--- src/rtl/core/md5_message_digest_assert.svh ---
// Assertion macros for the MD5 digest core.
// Used by the top level only; needs no package.
`ifndef MD5_MESSAGE_DIGEST_ASSERT_SVH
`define MD5_MESSAGE_DIGEST_ASSERT_SVH

// Same-cycle implication.
`define MD5_ASSERT_NOW(name, clk, rst, ante, cons, msg) \
   name: assert property (@(posedge clk) disable iff (rst) (ante) |-> (cons)) \
      else $error(msg);

// Next-cycle implication.
`define MD5_ASSERT_NEXT(name, clk, rst, ante, cons, msg) \
   name: assert property (@(posedge clk) disable iff (rst) (ante) |=> (cons)) \
      else $error(msg);

`endif

--- src/rtl/core/md5_pkg.sv ---
// Shared types and constants of the MD5 digest core.
// No dependencies.
package md5_pkg;

   localparam int unsigned WORD_BITS = 32;
   localparam int unsigned BLOCK_WORDS = 16;
   localparam int unsigned ADDR_BITS = $clog2(BLOCK_WORDS);
   localparam int unsigned ROUNDS = 64;
   localparam int unsigned ROUND_BITS = $clog2(ROUNDS);

   localparam logic [3:0][WORD_BITS-1:0] MD5_INIT =
      {32'h10325476, 32'h98badcfe, 32'hefcdab89, 32'h67452301};
   localparam logic [7:0] PAD_MARK_BYTE = 8'h80;
   localparam logic [5:0] LEN_POS = 6'd56;

   typedef enum logic [2:0] {
      ST_IDLE,
      ST_PAD,
      ST_PREFETCH,
      ST_ROUND,
      ST_CHAIN,
      ST_EMIT
   } md5_state_type;

   typedef enum logic [1:0] {
      PAD_MARK,
      PAD_ZERO,
      PAD_LEN
   } md5_pad_type;

   typedef struct packed {
      logic                  load;
      logic                  step;
      logic [ROUND_BITS-1:0] rnd;
   } md5_round_ctrl_type;

   // Message word used by a round; only the low four bits of each product matter.
   function automatic logic [ADDR_BITS-1:0] md5_msg_index(input logic [ROUND_BITS-1:0] r);
      logic [ADDR_BITS-1:0] rl;
      logic [ADDR_BITS-1:0] idx;
      rl = r[ADDR_BITS-1:0];
      case (r[ROUND_BITS-1:ROUND_BITS-2])
         2'd0: idx = rl;
         2'd1: idx = ADDR_BITS'(rl * 4'd5 + 4'd1);
         2'd2: idx = ADDR_BITS'(rl * 4'd3 + 4'd5);
         default: idx = ADDR_BITS'(rl * 4'd7);
      endcase
      return idx;
   endfunction

endpackage

--- src/rtl/core/md5_message_digest.sv ---
// MD5 digest core; uses md5_pkg, md5_block_ram, md5_round and md5_message_digest_assert.svh.
// Byte requests are taken only while the core is idle; a full 64-byte block then stalls
// requests through memory read-ahead, 64 rounds and chaining add. A message end adds the
// pad bytes (up to 72 over two blocks), one or two block compressions, then 16 digest
// responses. Reset is synchronous: control, length and chaining words return to initial
// values; the block memory is not cleared, each word is written first.
`include "md5_message_digest_assert.svh"

module md5_message_digest import md5_pkg::*; (
   input  logic       clock,
   input  logic       reset,
   // request channel
   input  logic       req_tvalid,
   output logic       req_tready,
   input  logic [7:0] req_tdata,   // [7:0] data_byte
   input  logic       req_tuser,   // [0] byte_present
   input  logic       req_tlast,   // message_end
   // response channel
   output logic       rsp_tvalid,
   input  logic       rsp_tready,
   output logic [7:0] rsp_tdata,   // [7:0] digest_byte
   output logic       rsp_tlast    // digest_last
);

   md5_state_type             state_ff, state_in;
   md5_pad_type               pad_ff, pad_in;
   logic [5:0]                pos_ff, pos_in;        // next byte lane in the block
   logic [23:0]               word_ff, word_in;      // lower three bytes of word in progress
   logic [63:0]               bit_len_ff, bit_len_in;
   logic [3:0][WORD_BITS-1:0] chain_ff, chain_in;
   logic [ROUND_BITS-1:0]     rnd_ff, rnd_in;
   logic [2:0]                len_idx_ff, len_idx_in;
   logic                      pad_on_ff, pad_on_in;  // message end seen, padding under way
   logic                      pad_done_ff, pad_done_in;
   logic [3:0]                out_idx_ff, out_idx_in;

   logic                      put_en;
   logic [7:0]                put_byte;
   logic                      wr_en;
   logic [WORD_BITS-1:0]      wr_data;
   logic [ADDR_BITS-1:0]      rd_addr;
   logic [WORD_BITS-1:0]      rd_data;
   md5_round_ctrl_type        round_ctrl;
   logic [3:0][WORD_BITS-1:0] round_words;
   logic                      req_take;
   logic                      len_phase;

   assign req_take  = req_tvalid && req_tready;
   // length bytes start once the zero fill has reached lane 56
   assign len_phase = (pad_ff == PAD_LEN) || ((pad_ff == PAD_ZERO) && (pos_ff == LEN_POS));

   always_comb begin
      state_in    = state_ff;
      pad_in      = pad_ff;
      pos_in      = pos_ff;
      word_in     = word_ff;
      bit_len_in  = bit_len_ff;
      chain_in    = chain_ff;
      rnd_in      = rnd_ff;
      len_idx_in  = len_idx_ff;
      pad_on_in   = pad_on_ff;
      pad_done_in = pad_done_ff;
      out_idx_in  = out_idx_ff;
      put_en      = 1'b0;
      put_byte    = '0;
      rd_addr     = '0;
      round_ctrl  = '{load: 1'b0, step: 1'b0, rnd: rnd_ff};
      req_tready  = 1'b0;
      rsp_tvalid  = 1'b0;

      case (state_ff)
         ST_IDLE: begin
            req_tready = 1'b1;
            if (req_take) begin
               if (req_tuser) begin
                  put_en     = 1'b1;
                  put_byte   = req_tdata;
                  bit_len_in = bit_len_ff + 64'd8;
               end
               if (req_tlast) begin
                  pad_on_in   = 1'b1;
                  pad_done_in = 1'b0;
                  pad_in      = PAD_MARK;
                  len_idx_in  = '0;
                  state_in    = ST_PAD;
               end
            end
         end
         ST_PAD: begin
            put_en = 1'b1;
            if (pad_ff == PAD_MARK) begin
               put_byte = PAD_MARK_BYTE;
               pad_in   = PAD_ZERO;
            end else if (len_phase) begin
               put_byte   = bit_len_ff[{len_idx_ff, 3'b000} +: 8];
               pad_in     = PAD_LEN;
               len_idx_in = len_idx_ff + 3'd1;
               if (&len_idx_ff) begin
                  pad_done_in = 1'b1;
               end
            end else begin
               put_byte = 8'h00;
            end
         end
         ST_PREFETCH: begin
            round_ctrl.load = 1'b1;
            rd_addr         = md5_msg_index('0);
            rnd_in          = '0;
            state_in        = ST_ROUND;
         end
         ST_ROUND: begin
            round_ctrl.step = 1'b1;
            // read ahead the word for the next round
            rd_addr         = md5_msg_index(rnd_ff + 1'b1);
            rnd_in          = rnd_ff + 1'b1;
            if (&rnd_ff) begin
               state_in = ST_CHAIN;
            end
         end
         ST_CHAIN: begin
            for (int i = 0; i < 4; i++) begin
               chain_in[i] = chain_ff[i] + round_words[i];
            end
            if (!pad_on_ff) begin
               state_in = ST_IDLE;
            end else if (pad_done_ff) begin
               state_in = ST_EMIT;
            end else begin
               state_in = ST_PAD;
            end
         end
         ST_EMIT: begin
            rsp_tvalid = 1'b1;
            if (rsp_tready) begin
               out_idx_in = out_idx_ff + 4'd1;
               if (&out_idx_ff) begin
                  chain_in   = MD5_INIT;
                  bit_len_in = '0;
                  pad_on_in  = 1'b0;
                  state_in   = ST_IDLE;
               end
            end
         end
         default: begin
            state_in = ST_IDLE;
         end
      endcase

      // byte lane write; a full word goes to memory, a full block starts compression
      wr_en   = 1'b0;
      wr_data = {put_byte, word_ff};
      if (put_en) begin
         pos_in = pos_ff + 6'd1;
         case (pos_ff[1:0])
            2'd0: word_in[7:0]   = put_byte;
            2'd1: word_in[15:8]  = put_byte;
            2'd2: word_in[23:16] = put_byte;
            default: wr_en = 1'b1;
         endcase
         if (&pos_ff) begin
            state_in = ST_PREFETCH;
         end
      end
   end

   always_ff @(posedge clock) begin
      if (reset) begin
         state_ff    <= ST_IDLE;
         pad_ff      <= PAD_MARK;
         pos_ff      <= '0;
         bit_len_ff  <= '0;
         chain_ff    <= MD5_INIT;
         rnd_ff      <= '0;
         len_idx_ff  <= '0;
         pad_on_ff   <= 1'b0;
         pad_done_ff <= 1'b0;
         out_idx_ff  <= '0;
      end else begin
         state_ff    <= state_in;
         pad_ff      <= pad_in;
         pos_ff      <= pos_in;
         bit_len_ff  <= bit_len_in;
         chain_ff    <= chain_in;
         rnd_ff      <= rnd_in;
         len_idx_ff  <= len_idx_in;
         pad_on_ff   <= pad_on_in;
         pad_done_ff <= pad_done_in;
         out_idx_ff  <= out_idx_in;
      end
   end

   // word assembly is payload only
   always_ff @(posedge clock) begin
      word_ff <= word_in;
   end

   md5_block_ram u_block_ram (
      .clock   (clock),
      .wr_en   (wr_en),
      .wr_addr (pos_ff[5:2]),
      .wr_data (wr_data),
      .rd_addr (rd_addr),
      .rd_data (rd_data)
   );

   md5_round u_round (
      .clock       (clock),
      .reset       (reset),
      .ctrl        (round_ctrl),
      .chain       (chain_ff),
      .msg_word    (rd_data),
      .round_words (round_words)
   );

   assign rsp_tdata = chain_ff[out_idx_ff[3:2]][{out_idx_ff[1:0], 3'b000} +: 8];
   assign rsp_tlast = &out_idx_ff;

   // requests and digest bytes never overlap
   `MD5_ASSERT_NOW(a_no_overlap, clock, reset, req_tready, !rsp_tvalid,
      "request taken during digest output")
   // last round is followed by the chaining add
   `MD5_ASSERT_NEXT(a_round_end, clock, reset, (state_ff == ST_ROUND) && (&rnd_ff),
      state_ff == ST_CHAIN, "round count overrun")
   // digest output starts on a block boundary
   `MD5_ASSERT_NOW(a_emit_aligned, clock, reset, rsp_tvalid,
      (pos_ff == 6'd0) && pad_done_ff, "digest before padding complete")
   // after the last digest byte the next message starts clean
   `MD5_ASSERT_NEXT(a_restart, clock, reset, rsp_tvalid && rsp_tready && rsp_tlast,
      (state_ff == ST_IDLE) && (bit_len_ff == 64'd0) && (chain_ff == MD5_INIT),
      "state not restarted")

endmodule

--- src/rtl/core/md5_block_ram.sv ---
// Message block buffer: 16 x 32 synchronous memory, one write port,
// one read port with registered data. Depends on md5_pkg.
module md5_block_ram import md5_pkg::*; (
   input  logic                 clock,
   input  logic                 wr_en,
   input  logic [ADDR_BITS-1:0] wr_addr,
   input  logic [WORD_BITS-1:0] wr_data,
   input  logic [ADDR_BITS-1:0] rd_addr,
   output logic [WORD_BITS-1:0] rd_data
);

   logic [WORD_BITS-1:0] mem [BLOCK_WORDS];
   logic [WORD_BITS-1:0] rd_data_ff;

   always_ff @(posedge clock) begin
      if (wr_en) begin
         mem[wr_addr] <= wr_data;
      end
      rd_data_ff <= mem[rd_addr];
   end

   assign rd_data = rd_data_ff;

endmodule

--- src/rtl/core/md5_round.sv ---
// MD5 round unit: working words a..d and one round per step.
// Depends on md5_pkg.
module md5_round import md5_pkg::*; (
   input  logic                          clock,
   input  logic                          reset,
   input  md5_round_ctrl_type            ctrl,
   input  logic [3:0][WORD_BITS-1:0]     chain,
   input  logic [WORD_BITS-1:0]          msg_word,
   output logic [3:0][WORD_BITS-1:0]     round_words
);

   localparam logic [WORD_BITS-1:0] K_TABLE [ROUNDS] = '{
      32'hd76aa478, 32'he8c7b756, 32'h242070db, 32'hc1bdceee,
      32'hf57c0faf, 32'h4787c62a, 32'ha8304613, 32'hfd469501,
      32'h698098d8, 32'h8b44f7af, 32'hffff5bb1, 32'h895cd7be,
      32'h6b901122, 32'hfd987193, 32'ha679438e, 32'h49b40821,
      32'hf61e2562, 32'hc040b340, 32'h265e5a51, 32'he9b6c7aa,
      32'hd62f105d, 32'h02441453, 32'hd8a1e681, 32'he7d3fbc8,
      32'h21e1cde6, 32'hc33707d6, 32'hf4d50d87, 32'h455a14ed,
      32'ha9e3e905, 32'hfcefa3f8, 32'h676f02d9, 32'h8d2a4c8a,
      32'hfffa3942, 32'h8771f681, 32'h6d9d6122, 32'hfde5380c,
      32'ha4beea44, 32'h4bdecfa9, 32'hf6bb4b60, 32'hbebfbc70,
      32'h289b7ec6, 32'heaa127fa, 32'hd4ef3085, 32'h04881d05,
      32'hd9d4d039, 32'he6db99e5, 32'h1fa27cf8, 32'hc4ac5665,
      32'hf4292244, 32'h432aff97, 32'hab9423a7, 32'hfc93a039,
      32'h655b59c3, 32'h8f0ccc92, 32'hffeff47d, 32'h85845dd1,
      32'h6fa87e4f, 32'hfe2ce6e0, 32'ha3014314, 32'h4e0811a1,
      32'hf7537e82, 32'hbd3af235, 32'h2ad7d2bb, 32'heb86d391
   };

   logic [3:0][WORD_BITS-1:0] rw_ff;
   logic [3:0][WORD_BITS-1:0] rw_in;
   logic [WORD_BITS-1:0]      f_val;
   logic [WORD_BITS-1:0]      sum;
   logic [2*WORD_BITS-1:0]    rot_dbl;
   logic [4:0]                shamt;

   // rotate amount: by quarter (r[5:4]) and lane (r[1:0])
   always_comb begin
      case ({ctrl.rnd[5:4], ctrl.rnd[1:0]})
         4'h0: shamt = 5'd7;   4'h1: shamt = 5'd12;  4'h2: shamt = 5'd17;  4'h3: shamt = 5'd22;
         4'h4: shamt = 5'd5;   4'h5: shamt = 5'd9;   4'h6: shamt = 5'd14;  4'h7: shamt = 5'd20;
         4'h8: shamt = 5'd4;   4'h9: shamt = 5'd11;  4'ha: shamt = 5'd16;  4'hb: shamt = 5'd23;
         4'hc: shamt = 5'd6;   4'hd: shamt = 5'd10;  4'he: shamt = 5'd15;  default: shamt = 5'd21;
      endcase
   end

   always_comb begin
      case (ctrl.rnd[5:4])
         2'd0: f_val = (rw_ff[1] & rw_ff[2]) | (~rw_ff[1] & rw_ff[3]);
         2'd1: f_val = (rw_ff[3] & rw_ff[1]) | (~rw_ff[3] & rw_ff[2]);
         2'd2: f_val = rw_ff[1] ^ rw_ff[2] ^ rw_ff[3];
         default: f_val = rw_ff[2] ^ (rw_ff[1] | ~rw_ff[3]);
      endcase
      sum     = f_val + rw_ff[0] + K_TABLE[ctrl.rnd] + msg_word;
      rot_dbl = {sum, sum} << shamt;
      rw_in   = rw_ff;
      if (ctrl.load) begin
         rw_in = chain;
      end else if (ctrl.step) begin
         rw_in[0] = rw_ff[3];
         rw_in[1] = rw_ff[1] + rot_dbl[2*WORD_BITS-1:WORD_BITS];
         rw_in[2] = rw_ff[1];
         rw_in[3] = rw_ff[2];
      end
   end

   always_ff @(posedge clock) begin
      if (reset) begin
         rw_ff <= '0;
      end else begin
         rw_ff <= rw_in;
      end
   end

   assign round_words = rw_ff;

endmodule

--- config.mk ---
export PLATFORM = sky130hd
export DESIGN_NAME = md5_message_digest
export DESIGN_NICKNAME = d
export VERILOG_FILES = /design/src/rtl/core/md5_pkg.sv /design/src/rtl/core/md5_message_digest.sv /design/src/rtl/core/md5_block_ram.sv /design/src/rtl/core/md5_round.sv
export VERILOG_INCLUDE_DIRS = /design/src /design/src/rtl/core
export SDC_FILE = /design/constraint.sdc
export NUM_CORES = 2
export LEC_CHECK = 0
export ABC_AREA = 1
export ABC_CLOCK_PERIOD_IN_PS = 9200
export BUFFER_PORTS_ARGS = -buffer_cell sky130_fd_sc_hd__buf_2
export CAP_MARGIN = 10
export CORE_ASPECT_RATIO = 2
export CORE_MARGIN = 4
export CORE_UTILIZATION = 45
export DETAILED_ROUTE_END_ITERATION = 8
export HOLD_SLACK_MARGIN = 0.05
export PLACE_DENSITY = 0.64
export SETUP_SLACK_MARGIN = 0.1
export SYNTH_ARGS = -nofsm -noshare
export SYNTH_HDL_FRONTEND = slang
export SYNTH_SLANG_ARGS = --single-unit
--- constraint.sdc ---
create_clock -name clock -period 9.2 [get_ports clock]
set_input_delay 1.38 -clock clock [delete_from_list [all_inputs] [get_ports clock]]
set_output_delay 1.38 -clock clock [all_outputs]
set_load 0.01 [all_outputs]
# After elaboration in Yosys (flattened, before gate mapping)
# Memories as Yosys holds them, arrays and structs flattened. A register that Yosys moved wholly into a read port is not among the register bits.
# Cells that the tools add are included.
# word_totals
ff_bits	370
latchBits	0
ramBits	512
romBits	2128
in_bits	14
mem_count	3
# op_classes
n_addsub	15
mul	3
div_mod_pow	0
order_cmp	2
eq_ne	23
shift	3
muxes	67
bitwise_logic	13
n_reduce_logical	28
# mem_list
name	words	width	read_ports	rd_ports_with_merged_regs	write_ports	line_no	source
(name not given)	64	32	1	0	0	md5_round.sv:55	sum = f_val + rw_ff[0] + K_TABLE[ctrl.rnd] + msg_word;
u_block_ram.mem	16	32	1	1	1	md5_block_ram.sv:12	logic [WORD_BITS-1:0] mem [BLOCK_WORDS];
(name not given)	16	5	1	1	0	md5_round.sv:40	case ({ctrl.rnd[5:4], ctrl.rnd[1:0]})
# ops
operator	n
$mux 128	4
$add 32x32->32	8
$mux 64	4
$pmux 128 s2	1
$and 32x32->32	4
$pmux 64 s2	1
$mux 32	3
$or 32x32->32	3
$pmux 32 s3	1
$xor 32x32->32	3
$add 64x4->64 const B	1
$bmux 32 s2	1
$not 32->32	2
$shiftx 64x7->8	1
$shl 64x5->64	1
$mux 3	13
$mux 8	4
$shiftx 32x6->8	1
$mux 1	19
$pmux 3 s6	1
$reduce_and 6->1	3
$ne 2x2->1 const B	8
$pmux 8 s2	1
$reduce_and 5->1	3
32 further kinds	63

# Longest topological paths before layout
# logic_depth
depth_word	11
mapped_depth	50
ltp_nobuf	49

# By module
# From an unflattened synthesis, not the netlist that was laid out.
# unflattened
cells_unflattened	8877
hier_area_um2	61656.6
# modules_own_cells
mod	n_inst	cells_each	area_each_um2	seq_area_each_um2
md5_block_ram	1	2120	22730.6	16015.4
md5_message_digest	1	3817	21807.2	5024.8
md5_round	1	2940	17118.9	2562.5

# Worst setup path after synthesis
# Ideal clock, no wire load.
# synth_timing
path_type	register -> register
startpoint	reg rnd_ff[0]
endpoint	reg u_round.rw_ff, in the netlist u_round.round_words[57]
t_arrival_ns	7.757
path_slack_ns	1.311
path_stages_with_launch	46
n_path_buf	2
period_less_slack_ns	7.889
path_cell_list	dfxtp_1 -> clkbuf_1 -> clkinv_1 -> ha_1 -> clkbuf_1 -> nor2_1 -> nor2_1 -> a211oi_1 -> a2111oi_0 -> fa_1 -> inv_1 -> fa_1 -> inv_1 -> ha_1 -> inv_1 -> fa_1 -> nand3b_1 -> nand2_1 -> [10 not listed] -> o211ai_1 -> nand3_1 -> nand3_1 -> nand2_1 -> ha_1 -> nand3_1 -> nand3_1 -> a31oi_1 -> o21ai_0 -> a21oi_1 -> o21bai_1 -> a21oi_1 -> o21bai_1 -> nand2_1 -> nand2_1 -> or2_2 -> nand3_1 -> a21oi_1
# synth_via
elab_chain_len	10
# synth_lines
item	line_no	source
start, declared	md5_message_digest.sv:31	logic [ROUND_BITS-1:0] rnd_ff, rnd_in;
start signal, assigned	md5_message_digest.sv:184	rnd_ff <= rnd_in;
$not 6->7 (not written as such)	md5_round.sv:55	
$mem_v2 64x32	n/a	
$mux 32 (not written as such) (2 in series)	md5_round.sv:55	
$add 32x32->32 (2 in series)	md5_round.sv:55	
$shl 64x5->64	md5_round.sv:56	rot_dbl = {sum, sum} << shamt;
$add 32x32->32	md5_round.sv:62	rw_in[1] = rw_ff[1] + rot_dbl[2*WORD_BITS-1:WORD_BITS];
$mux 128	md5_round.sv:60	end else if (ctrl.step) begin
$mux 128	md5_round.sv:58	if (ctrl.load) begin
end signal, assigned	md5_round.sv:72	rw_ff <= rw_in;
end, declared	md5_round.sv:31	logic [3:0][WORD_BITS-1:0] rw_ff;
# No other way between the ends. The select of a mux whose other input is x is not followed.
# A chain may end at the register's enable or synchronous reset.

# Worst setup path after layout
# layout_timing
startpoint	reg rnd_ff[0]
endpoint	reg u_round.rw_ff, in the netlist u_round.round_words[53]
# Same word-level chain as after synthesis.

==> flow_summary.json <==
{
  "outcome": "finished, violations left",
  "violations": "capacitance limit",
  "synth_seq_area_share": 0.426,
  "fmax_ghz": 0.117,
  "ys_warn_count": 0,
  "synth_cells": 7056,
  "clockRootBuffer": "clkbuf_16",
  "critPathRequiredTime_ns": 9.83,
  "htreeDepth": 3,
  "worstHoldPathType": "reg -> reg",
  "async_flop_share": 0,
  "min_path_cells": 1,
  "setup_violations": 0,
  "fin_util": 0.513,
  "final_cell_mix": "nand2_1, inv_1, o21ai_0",
  "relSlewSlack": 0.000110,
  "fin_setup_tns_ns": 0,
  "drv_slew": 0,
  "drt_iter0_markers": 5442,
  "power_density_nw_per_um2": 131,
  "coreArea_sq_um": 123000,
  "multi_input_area_sq_um": 27600,
  "cts_max_path_buffers": 3,
  "clk_pin_slew_ns": 0.10,
  "netlist_area_sq_um": 55700,
  "start_util": 0.453,
  "ys_types": 62,
  "cts_hold_buf": 0,
  "mostFrequentLayoutCell": "nand2_1",
  "endpoint_kind": "flop",
  "clkSinkCount": 916,
  "avgSynthCellArea_sq_um": 7.89,
  "power_mw": 8.27,
  "gp_congestion": 1.09,
  "cts_resized": 0,
  "numCtsBuffers": 85,
  "start_kind": "flop",
  "critPathMaxStageDelay_ns": 0.67,
  "vias": 54800,
  "drive_above_1_share": 0.0960,
  "routedWlPerCell_microns": 30.3,
  "vias_per_cell": 6.14,
  "rsz0062_at_grt": "false",
  "dp_hpwl_microns": 199000,
  "cts_tree": "built",
  "synth_edf_count": 536,
  "final_nets": 7584,
  "r2r_cells": 42,
  "path_class": "reg -> reg",
  "ir_drop_uv": 182,
  "area_growth_pct": 13.2,
  "grt_max_degree": 167,
  "die_w_microns": 257,
  "insertion_delay_ns": 0.78,
  "dr.pass1.iters": 6,
  "track_usage": 0.410,
  "cp_max_fo": 6,
  "worst_slew_pin_slew_ns": 1.49,
  "grt_pass1_wl_microns": 381000,
  "fin_skew_ns": 0.0641,
  "regArea_sq_um": 23700,
  "die-area_sq_um": 130000,
  "grt_antenna_before_repair": 29,
  "ant_nets": 0,
  "slowest_stage": "fa_1",
  "routed_wl_microns": 271000,
  "yosys_register_bits": 916,
  "drc": 0,
  "synth_flop_cell": "edfxtp_1",
  "power_leakage_nw": 26.2,
  "grt_pass1_vias": 53300,
  "hold_viol": 0,
  "port_buffers": 24,
  "syn-num-nets": 7364,
  "ioPinCount": 25,
  "cts_setup_buffers": 0,
  "critical_path_arrival_ns": 9.19,
  "min_period_ns": 8.56,
  "dieHeight_microns": 505,
  "post-route-period-util": 0.930,
  "cap_violations": 1,
  "num_rows": 182,
  "crit_top_cell": "nand3_1",
  "n_fill_cell": 11900,
  "grt_overflow_total": 0
}
[registers in the layout, summed over array words and instances (netlist names)]
signal / flops
u_block_ram.mem: 512
chain_ff: 128
u_round.round_words: 128
bit_len_ff: 61
u_block_ram.rd_data: 32
word_ff: 24
pos_ff: 6
rnd_ff: 6
u_round.shamt: 5
out_idx_ff: 4
len_idx_ff: 3
state_ff: 3
pad_ff: 2
pad_done_ff: 1
pad_on_ff: 1
[power by group]
part	internal [mW]	switching (mW)	total, mW	leakage [nW]
clock	1.94	1.73	3.68	1.34
sequential	4.35	0.0285	4.37	7.92
combinational	0.0611	0.155	0.216	17.0
total	6.35	1.92	8.27	26.2
[synth_stat cells (24+ instances only)]
library cell,instances,area (sq um)
a211oi_1,34,255
a21o_1,24,180
a21oi_1,711,3560
a221oi_1,28,245
a22oi_1,75,563
a31oi_1,46,288
buf_1,42,158
buf_2,24,120
clkbuf_1,251,942
dfxtp_1,380,7610
edfxtp_1,536,16100
fa_1,67,1340
ha_1,227,2840
inv_1,891,3340
mux2i_1,38,380
nand2_1,1294,4860
nand3_1,435,2180
nand4_1,37,231
nor2_1,519,1950
nor3_1,89,445
o2111ai_1,27,236
o211ai_1,130,976
o21ai_0,750,3750
o221ai_1,46,403
o22ai_1,44,275
o311ai_0,30,263
or2_2,47,294
xnor2_1,36,315
xor2_1,54,473
[critical path: cells and delay by family, from the launching register on]
kind,cells,cell delay (ns)
compound gates,13,3.03
simple gates,16,2.08
flops,1,0.34
fa+ha+maj,5,1.85
buf+inv,8,1.09
[kinds of logic after synthesis]
group,after synthesis,share of synthesized area
AOI/OAI and AO/OA,2020,0.209
DFF,916,0.426
buffers and inverters,1223,0.0831
and+or+nand+nor,2475,0.186
adders and majority gates,294,0.0751
xor gates and xnor gates,90,0.0142
muxes,38,0.00683
[per-layer routing]
metal	wire [microns]	part of all wire	global-route usage
met3	19800	0.073	0.114
met5	169	0.00062	0.00976
met4	38700	0.14	0.451
met2	134000	0.49	0.716
met1	78200	0.29	0.354
[path summary, 6_finish.rpt]
| check | startpoint | to | slack [ns] |
|---|---|---|---|
| setup / recovery | rnd_ff[0]$_SDFFE_PP0N_ | u_round.round_words[53]$_SDFFE_PP0N_ | 0.64 |
| hold / removal | bit_len_ff[44]$_SDFFE_PP0P_ | bit_len_ff[44]$_SDFFE_PP0P_ | 0.46 |
| setup reg to reg | rnd_ff[0]$_SDFFE_PP0N_ | u_round.round_words[53]$_SDFFE_PP0N_ | 0.64 |
| hold reg to reg | bit_len_ff[44]$_SDFFE_PP0P_ | bit_len_ff[44]$_SDFFE_PP0P_ | 0.46 |
[metrics by stage]
stage / setup WS, ns / std cells / hold WS [ns] / instance area [sq um]
global placement: 0.168 / 8751 / 0.437 / 60100
CTS: 0.224 / 8908 / 0.462 / 62900
global route: 0.106 / 8914 / 0.472 / 63000
floorplan: 1.31 / 7056 / 0.422 / 55700
detailed placement: 0.203 / 8751 / 0.450 / 60100
finish: 0.641 / 8928 / 0.462 / 63000
[layout make-up]
type                       count  area share
multi-input combinational   4917       0.438
timing repair buffer         451      0.0560
sequential                   916       0.376
inverter                     905      0.0539
clock inverter                53     0.00867
antenna                       18    0.000714
clock buffer                 104      0.0358
tap                         1564      0.0310
(Power assumes the default switching activity.)
